$ cat config.mk
export PLATFORM = sky130hd
export DESIGN_NAME = imu_angle_frame_parser_unit
export DESIGN_NICKNAME = d
export VERILOG_FILES = /design/src/iafp_pkg.sv /design/src/imu_angle_frame_parser_unit.sv /design/src/iafp_front.sv /design/src/iafp_fifo.sv /design/src/iafp_back.sv
export VERILOG_INCLUDE_DIRS = /design/src /design/src/src
export SDC_FILE = /design/constraint.sdc
export NUM_CORES = 1
export LEC_CHECK = 0
export ABC_CLOCK_PERIOD_IN_PS = 8450
export BUFFER_PORTS_ARGS = -buffer_cell sky130_fd_sc_hd__buf_2
export CORE_ASPECT_RATIO = 0.75
export CORE_MARGIN = 4
export CORE_UTILIZATION = 51
export CTS_CLUSTER_DIAMETER = 50
export DETAILED_ROUTE_END_ITERATION = 8
export GPL_ROUTABILITY_DRIVEN = 0
export GPL_TIMING_DRIVEN = 1
export PLACE_DENSITY = 0.72
export SLEW_MARGIN = 10
export SYNTH_ARGS = -nofsm -noshare
export SYNTH_HDL_FRONTEND = slang
export SYNTH_HIERARCHICAL = 1
export SYNTH_SLANG_ARGS = --single-unit
$ cat constraint.sdc
create_clock -name clk -period 8.45 [get_ports clk]
set_input_delay 0.4225 -clock clk [delete_from_list [all_inputs] [get_ports clk]]
set_output_delay 0.4225 -clock clk [all_outputs]
set_load 0.01 [all_outputs]
$ cat src/imu_angle_frame_parser_unit_macros.svh
// ----------------------------------------------------------------------------
// imu angle frame parser assertion macros
// concurrent assertion wrappers clocked on clk and disabled in reset
// ----------------------------------------------------------------------------
`ifndef IMU_ANGLE_FRAME_PARSER_UNIT_MACROS_SVH
`define IMU_ANGLE_FRAME_PARSER_UNIT_MACROS_SVH

`ifndef NO_ASSERTIONS
`define IAFP_ASSERT(name, prop, msg) \
  name: assert property (@(posedge clk) disable iff (!rst_n) prop) else $error(msg);
`define IAFP_ASSERT_NEVER(name, cond, msg) \
  name: assert property (@(posedge clk) disable iff (!rst_n) !(cond)) else $error(msg);
`else
`define IAFP_ASSERT(name, prop, msg)
`define IAFP_ASSERT_NEVER(name, cond, msg)
`endif

`endif

$ cat src/iafp_pkg.sv
// ----------------------------------------------------------------------------
// iafp_pkg
// shared types and constants of the imu angle frame parser
// ----------------------------------------------------------------------------
`default_nettype none

package iafp_pkg;

  localparam int FRAME_LEN = 11;
  localparam int WIN_LEN   = FRAME_LEN - 1;
  localparam int FILL_W    = $clog2(FRAME_LEN);
  localparam int YAW_W     = 16;
  localparam int FILT_W    = 24;
  localparam int WGT_W     = 9;
  localparam int CFG_W     = 9;
  localparam int CFG_IDX_W = 1;
  localparam int Q_DEPTH   = 2;
  localparam int Q_PTR_W   = $clog2(Q_DEPTH);
  localparam int Q_CNT_W   = $clog2(Q_DEPTH + 1);

  typedef logic [7:0]                rx_byte_t;
  typedef logic signed [YAW_W-1:0]   yaw_t;
  typedef logic signed [FILT_W-1:0]  filt_t;
  typedef logic [WGT_W-1:0]          wgt_t;

  localparam rx_byte_t SYNC_BYTE       = 8'h55;
  localparam rx_byte_t FRAME_TYPE_RST  = 8'h53;
  localparam wgt_t     NEW_WEIGHT_RST  = 9'd230;
  localparam wgt_t     WEIGHT_FULL     = 9'd256;

  typedef enum logic [CFG_IDX_W-1:0] {
    CFG_FRAME_TYPE = 1'b0,
    CFG_NEW_WEIGHT = 1'b1
  } cfg_idx_t;

  typedef struct packed {
    logic empty;
    logic full;
  } q_stat_t;

endpackage

`default_nettype wire

$ cat src/imu_angle_frame_parser_unit.sv
// ----------------------------------------------------------------------------
// imu_angle_frame_parser_unit
// serial imu 11-byte angle frame parser with fixed-point yaw low-pass filter
// ----------------------------------------------------------------------------
// throughput: one byte per cycle while in_full is low, set by the combinational
//   window check and the filter multiply-add
// result path: the byte that completes a valid frame passes the yaw queue,
//   then the result register, before it shows on the out_ ports
// reset: synchronous rst_n clears window fill, yaw queue, filter state,
//   toggle flag and loads frame_type 0x53 and new_weight 230
`default_nettype none

`include "imu_angle_frame_parser_unit_macros.svh"

module imu_angle_frame_parser_unit (
  input  wire                              clk,
  input  wire                              rst_n,
  input  wire                              in_push,
  output logic                             in_full,
  input  iafp_pkg::rx_byte_t               in_rx_byte,
  output logic                             out_empty,
  input  wire                              out_pop,
  output iafp_pkg::filt_t                  out_filtered_yaw,
  output iafp_pkg::yaw_t                   out_raw_yaw,
  output logic                             out_frame_toggle,
  input  wire                              cfg_wr_en,
  input  wire [iafp_pkg::CFG_IDX_W-1:0]    cfg_index,
  input  wire [iafp_pkg::CFG_W-1:0]        cfg_wdata
);
  import iafp_pkg::*;

  rx_byte_t  frame_type_r;
  wgt_t      new_weight_r;
  logic      byte_vld;
  logic      q_push;
  yaw_t      q_wdata;
  yaw_t      q_rdata;
  logic      q_pop;
  q_stat_t   q_stat;
  logic      res_vld;

  always_ff @(posedge clk) begin
    if (!rst_n) begin
      frame_type_r <= FRAME_TYPE_RST;
      new_weight_r <= NEW_WEIGHT_RST;
    end else if (cfg_wr_en) begin
      case (cfg_idx_t'(cfg_index))
        CFG_FRAME_TYPE: frame_type_r <= cfg_wdata[7:0];
        CFG_NEW_WEIGHT: new_weight_r <= cfg_wdata[WGT_W-1:0];
        default: ;
      endcase
    end
  end

  assign in_full  = q_stat.full;
  assign byte_vld = in_push && !in_full;

  iafp_front u_front (
    .clk        (clk),
    .rst_n      (rst_n),
    .byte_vld   (byte_vld),
    .rx_byte    (in_rx_byte),
    .frame_type (frame_type_r),
    .yaw_vld    (q_push),
    .yaw        (q_wdata)
  );

  iafp_fifo u_fifo (
    .clk   (clk),
    .rst_n (rst_n),
    .push  (q_push),
    .wdata (q_wdata),
    .pop   (q_pop),
    .rdata (q_rdata),
    .stat  (q_stat)
  );

  // back side takes a sample when the result register is free or drains
  assign q_pop     = !q_stat.empty && (!res_vld || out_pop);
  assign out_empty = !res_vld;

  iafp_back u_back (
    .clk          (clk),
    .rst_n        (rst_n),
    .take         (q_pop),
    .yaw          (q_rdata),
    .new_weight   (new_weight_r),
    .res_pop      (out_pop),
    .res_vld      (res_vld),
    .filtered_yaw (out_filtered_yaw),
    .raw_yaw      (out_raw_yaw),
    .frame_toggle (out_frame_toggle)
  );

  `IAFP_ASSERT_NEVER(a_q_overflow, q_push && q_stat.full, "yaw queue overflow")
  `IAFP_ASSERT_NEVER(a_q_underflow, q_pop && q_stat.empty, "yaw queue underflow")
  `IAFP_ASSERT(a_res_after_take, q_pop |=> !out_empty, "result missing after queue pop")
  `IAFP_ASSERT(a_toggle_flips, q_pop |=> (out_frame_toggle != $past(out_frame_toggle)), "toggle did not flip")

endmodule

`default_nettype wire

$ cat src/iafp_front.sv
// ----------------------------------------------------------------------------
// iafp_front
// byte window, sync/type/checksum check and yaw extraction
// ----------------------------------------------------------------------------
`default_nettype none

module iafp_front (
  input  wire                 clk,
  input  wire                 rst_n,
  input  wire                 byte_vld,
  input  iafp_pkg::rx_byte_t  rx_byte,
  input  iafp_pkg::rx_byte_t  frame_type,
  output logic                yaw_vld,
  output iafp_pkg::yaw_t      yaw
);
  import iafp_pkg::*;

  rx_byte_t              win_r [WIN_LEN];
  logic [FILL_W-1:0]     fill_r;
  logic [FILL_W-1:0]     fill_nxt;
  rx_byte_t              sum;
  logic                  win_full;
  logic                  frame_ok;

  always_comb begin
    sum = '0;
    for (int i = 0; i < WIN_LEN; i++) begin
      sum = sum + win_r[i];
    end
  end

  assign win_full = (fill_r == FILL_W'(WIN_LEN));
  assign frame_ok = win_full && (win_r[0] == SYNC_BYTE) && (win_r[1] == frame_type)
                    && (sum == rx_byte);
  assign yaw_vld  = byte_vld && frame_ok;
  assign yaw      = {win_r[7], win_r[6]};

  always_comb begin
    fill_nxt = fill_r;
    if (byte_vld) begin
      if (!win_full) begin
        fill_nxt = fill_r + FILL_W'(1);
      end else if (frame_ok) begin
        fill_nxt = '0;
      end
    end
  end

  always_ff @(posedge clk) begin
    if (!rst_n) begin
      fill_r <= '0;
    end else begin
      fill_r <= fill_nxt;
    end
  end

  // window payload, entries past the fill count do not affect frame_ok
  always_ff @(posedge clk) begin
    if (byte_vld) begin
      if (!win_full) begin
        win_r[fill_r] <= rx_byte;
      end else if (!frame_ok) begin
        for (int i = 0; i < WIN_LEN - 1; i++) begin
          win_r[i] <= win_r[i+1];
        end
        win_r[WIN_LEN-1] <= rx_byte;
      end
    end
  end

endmodule

`default_nettype wire

$ cat src/iafp_fifo.sv
// ----------------------------------------------------------------------------
// iafp_fifo
// short queue of yaw samples between front and back
// ----------------------------------------------------------------------------
`default_nettype none

module iafp_fifo (
  input  wire                clk,
  input  wire                rst_n,
  input  wire                push,
  input  iafp_pkg::yaw_t     wdata,
  input  wire                pop,
  output iafp_pkg::yaw_t     rdata,
  output iafp_pkg::q_stat_t  stat
);
  import iafp_pkg::*;

  yaw_t                mem_r [Q_DEPTH];
  logic [Q_PTR_W-1:0]  wr_ptr_r;
  logic [Q_PTR_W-1:0]  rd_ptr_r;
  logic [Q_CNT_W-1:0]  cnt_r;
  logic [Q_CNT_W-1:0]  cnt_nxt;

  assign rdata      = mem_r[rd_ptr_r];
  assign stat.empty = (cnt_r == '0);
  assign stat.full  = (cnt_r == Q_CNT_W'(Q_DEPTH));

  always_comb begin
    cnt_nxt = cnt_r;
    case ({push, pop})
      2'b10:   cnt_nxt = cnt_r + Q_CNT_W'(1);
      2'b01:   cnt_nxt = cnt_r - Q_CNT_W'(1);
      default: cnt_nxt = cnt_r;
    endcase
  end

  always_ff @(posedge clk) begin
    if (!rst_n) begin
      wr_ptr_r <= '0;
      rd_ptr_r <= '0;
      cnt_r    <= '0;
    end else begin
      cnt_r <= cnt_nxt;
      if (push) begin
        wr_ptr_r <= wr_ptr_r + Q_PTR_W'(1);
      end
      if (pop) begin
        rd_ptr_r <= rd_ptr_r + Q_PTR_W'(1);
      end
    end
  end

  always_ff @(posedge clk) begin
    if (push) begin
      mem_r[wr_ptr_r] <= wdata;
    end
  end

endmodule

`default_nettype wire

$ cat src/iafp_back.sv
// ----------------------------------------------------------------------------
// iafp_back
// yaw low-pass filter update, toggle flag and result register
// ----------------------------------------------------------------------------
`default_nettype none

module iafp_back (
  input  wire                clk,
  input  wire                rst_n,
  input  wire                take,
  input  iafp_pkg::yaw_t     yaw,
  input  iafp_pkg::wgt_t     new_weight,
  input  wire                res_pop,
  output logic               res_vld,
  output iafp_pkg::filt_t    filtered_yaw,
  output iafp_pkg::yaw_t     raw_yaw,
  output logic               frame_toggle
);
  import iafp_pkg::*;

  localparam int DIFF_W = FILT_W + 1;
  localparam int PROD_W = DIFF_W + WGT_W + 1;

  filt_t                     filt_r;
  filt_t                     filt_nxt;
  yaw_t                      raw_r;
  logic                      tog_r;
  logic                      vld_r;
  logic                      vld_nxt;
  wgt_t                      w_sat;
  logic signed [DIFF_W-1:0]  diff;
  logic signed [PROD_W-1:0]  prod;

  // old + floor(w * (sample*256 - old) / 256)
  assign w_sat    = new_weight[WGT_W-1] ? WEIGHT_FULL : new_weight;
  assign diff     = DIFF_W'(signed'({yaw, 8'h00})) - DIFF_W'(filt_r);
  assign prod     = PROD_W'(diff) * PROD_W'(signed'({1'b0, w_sat}));
  assign filt_nxt = filt_r + prod[FILT_W+7:8];

  always_comb begin
    vld_nxt = vld_r;
    if (take) begin
      vld_nxt = 1'b1;
    end else if (res_pop) begin
      vld_nxt = 1'b0;
    end
  end

  always_ff @(posedge clk) begin
    if (!rst_n) begin
      vld_r  <= 1'b0;
      filt_r <= '0;
      tog_r  <= 1'b0;
    end else begin
      vld_r <= vld_nxt;
      if (take) begin
        filt_r <= filt_nxt;
        tog_r  <= ~tog_r;
      end
    end
  end

  always_ff @(posedge clk) begin
    if (take) begin
      raw_r <= yaw;
    end
  end

  assign res_vld      = vld_r;
  assign filtered_yaw = filt_r;
  assign raw_yaw      = raw_r;
  assign frame_toggle = tog_r;

endmodule

`default_nettype wire
==> reports/metrics.cfg <==
[status]
outcome=complete, but fails checks
violated_checks=setup timing

[yosys]
synth.area.top_cells=sky130_fd_sc_hd__fa_1 24%, sky130_fd_sc_hd__edfxtp_1 21%, sky130_fd_sc_hd__ha_1 8.3%
mappedNetlistArea_um2=18300
synth_top_area_share_pct=24.3
synth.largest_area_cell=sky130_fd_sc_hd__fa_1
synth_sequential_area_ratio_pct=26.6
syn-instance-count=1756
synthFlopType=sky130_fd_sc_hd__edfxtp_1
synthMostInstantiatedCell=sky130_fd_sc_hd__inv_1
netlist-cell-type-count=69
synth_fp_nets=2123
async_flop_share_pct=0
synth-edff-count=128
synthTopCellsByCount=286 x sky130_fd_sc_hd__inv_1, 223 x sky130_fd_sc_hd__fa_1, 164 x sky130_fd_sc_hd__nand2_1
postSynthAreaPerCell_um2=10.4
postSynthRegisterBits=180
synthesis.yosys.warnings=6

[worst_setup_path]
critical_path_arrival_ps=9130
ff2ff_path_depth=43
critPathLaunchType=flip-flop
cp-end-kind=flip-flop
critical_path.max_fanout=6
cp_common_cell=sky130_fd_sc_hd__fa_1
cpMaxStageDelayCell=sky130_fd_sc_hd__fa_1
cp_slowest_stage_delay_ps=520
type_of_the_worst_setup_path=reg2reg
ff2ff_setup_slack_ps=-320
regToRegEndpoint=u_back/filtered_yaw[23]$_SDFFE_PN0P_
worst-endpoint-required_ps=8810

[finish]
area.sequential_um2=4890
layout-drive-gt1-share_pct=29.1
area.growth.synth_to_final_pct=22.2
antenna_cells=0
final_cells=2516
fillers=2680
final_core_utilization_pct=63.9
nNetsFinal=2413
stdcell_area_um2=22400
multiInputGateArea_um2=12900

[global_routing]
grt-ovfl-total=0
first_global_vias=14273
grt_antenna_before_repair=3
globalRouteTotalUtil_pct=25.1
grt_pass1_wl_um=75900
grt_max_degree=45

[detailed_routing]
avgRoutedWirePerCell_um=19.2
drc_errors=0
dr.first_iter.drc_count=1140
route.final.wire_length_um=48400
vias=13732
final_antenna_net_count=0
first_pass_iters=5
post_drt_via_cell_ratio=5.46

[timing]
tightestPinTransition_ps=996
final-max-slew-violation-count=0
normalized_max_slew_margin_pct=33.5
maxClockFrequency_mhz=114
min_period_over_period_pct=104
timing.final.crit_period_ps=8770
clock-skew-final_ps=11.0
timing.final.hold_violations=0
setup_violations=2
final.setup.worst_slack_ps=-321
rsz_0062_raised_after_global_routing=yes
fin_setup_tns_ps=-490

[floorplanning]
fp.coreArea_um2=35100
dieWidth_um=227
boundaryPins=66
die_area_um2=39100
floorplan.initialDensity_pct=52.3
placement_rows=59
vertical_die_dimension_um=172

[cts]
cts.hold.buffers_added=0
clk_path_buf_depth=2
clock_tree.root_cell=sky130_fd_sc_hd__clkbuf_16
tritoncts=built
numClockSinks=180
clkLatencyLatePin_ps=460
tritoncts.num_buffers=17
h_tree_levels=4
clk_transition_reported_paths_ps=80

[place]
placement.cell_area_um2=20800
dp_hpwl_um=37300
dp.cells=2441
port_buffers=65

[flow_run]
maxCapViolCount=0

[min_path]
hold_path.class=in2reg
start_point_of_the_worst_hold_path=cfg_wdata[8]
hold_path_end=new_weight_r[8]$_SDFFE_PN0P_
min_delay_path_depth=3

## flip-flops by register name, indices dropped and copies added (netlist names), named ones only
register / count
u_front/win_r: 80
u_fifo/mem_r: 32
u_back/filtered_yaw: 24
u_back/raw_yaw: 16
new_weight_r: 9
frame_type_r: 8
u_front/fill_r: 4
u_fifo/cnt_r: 2
u_back/frame_toggle: 1
u_back/res_vld: 1
u_fifo/rd_ptr_r: 1
u_fifo/wr_ptr_r: 1
## area by class of cell
class / instances / area share [%]
multi-input cells: 1231 / 57.6
well taps: 457 / 2.55
clock buffers: 17 / 1.90
repair buffers: 330 / 10.6
inverters: 286 / 4.79
flip-flops and latches: 180 / 21.8
clock inverters: 15 / 0.687
## worst max path at each step
stage / to / start / cells past startpoint / slack, ps
final: u_back/filtered_yaw[23]$_SDFFE_PN0P_ / flip-flop / 43 / -320
after global routing: u_back/filtered_yaw[23]$_SDFFE_PN0P_ / flip-flop / 39 / -790
after CTS: u_back/filtered_yaw[23]$_SDFFE_PN0P_ / flip-flop / 42 / -360
after detailed placement: u_back/filtered_yaw[23]$_SDFFE_PN0P_ / flip-flop / 39 / -560
after global placement: u_back/filtered_yaw[23]$_SDFFE_PN0P_ / flip-flop / 40 / -260
after floorplan: u_back/filtered_yaw[23]$_SDFFE_PN0P_ / flip-flop / 40 / 20
## logic make-up (layout without fill, tap and decap cells)
| logic type | count (synthesis) | after routing | synth area share, % |
|---|---|---|---|
| AOI/OAI and AO/OA | 184 | 184 | 6.49 |
| buffers and inverters | 345 | 648 | 7.61 |
| xor gates and xnor gates | 125 | 125 | 6.17 |
| muxes | 115 | 115 | 8.32 |
| DFF | 180 | 180 | 26.6 |
| adders and majority gates | 344 | 344 | 32.6 |
| and+or+nand+nor | 463 | 463 | 12.2 |
## critical path, delay by kind of cell, from the launching register on
family | cells | cell delay [ps]
AO/OA/AOI/OAI | 15 | 2560
XOR/XNOR | 3 | 450
adder cells (fa/ha/maj) | 8 | 3230
buffers and inverters | 6 | 560
flip-flops | 1 | 350
multiplexers | 2 | 460
AND/OR/NAND/NOR | 9 | 1030
## repair_timing
action,in CTS,in global routing
pin swaps,53,86
setup buffers,16,29
setup endpoints to repair,7,11
gates resized for setup,52,103
## metal layers
metal | GRT usage [%] | share of wire [%] | vias to the layer above
li1 | - | - | 6271
met1 | 35.9 | 44 | 6857
met2 | 38.3 | 45 | 488
met3 | 4.33 | 7.1 | 110
met4 | 10.6 | 3.7 | 6
met5 | 0 | 0.070 | -
## cell usage in the layout, fill, tap and decap left out, types with 18 or more instances in the layout
cell type and count:
sky130_fd_sc_hd__a21oi_1 33, sky130_fd_sc_hd__a21oi_2 23, sky130_fd_sc_hd__and2_1 71, sky130_fd_sc_hd__buf_2 65, sky130_fd_sc_hd__buf_4 247, sky130_fd_sc_hd__dfxtp_1 51
sky130_fd_sc_hd__edfxtp_1 128, sky130_fd_sc_hd__fa_1 223, sky130_fd_sc_hd__ha_1 104, sky130_fd_sc_hd__inv_1 278, sky130_fd_sc_hd__mux2_2 18, sky130_fd_sc_hd__mux2_4 72
sky130_fd_sc_hd__mux2i_1 25, sky130_fd_sc_hd__nand2_1 153, sky130_fd_sc_hd__nand3_1 18, sky130_fd_sc_hd__nor2_1 96, sky130_fd_sc_hd__nor2b_1 18, sky130_fd_sc_hd__o21ai_0 18
sky130_fd_sc_hd__xnor2_1 78, sky130_fd_sc_hd__xor2_1 28
## per-stage QoR
| stage | hold WS [ps] | setup slack, ps |
|---|---|---|
| 2_1_floorplan | 430 | 18.1 |
| 3_3_place_gp | 444 | -264 |
| 3_5_place_dp | 460 | -564 |
| 4_1_cts | 197 | -364 |
| 5_1_grt | 237 | -788 |
| 6_report | 217 | -321 |
Power is left out: the tool's default activity adds up to more than one toggle a clock period on the data nets, which glitch-free logic cannot reach.
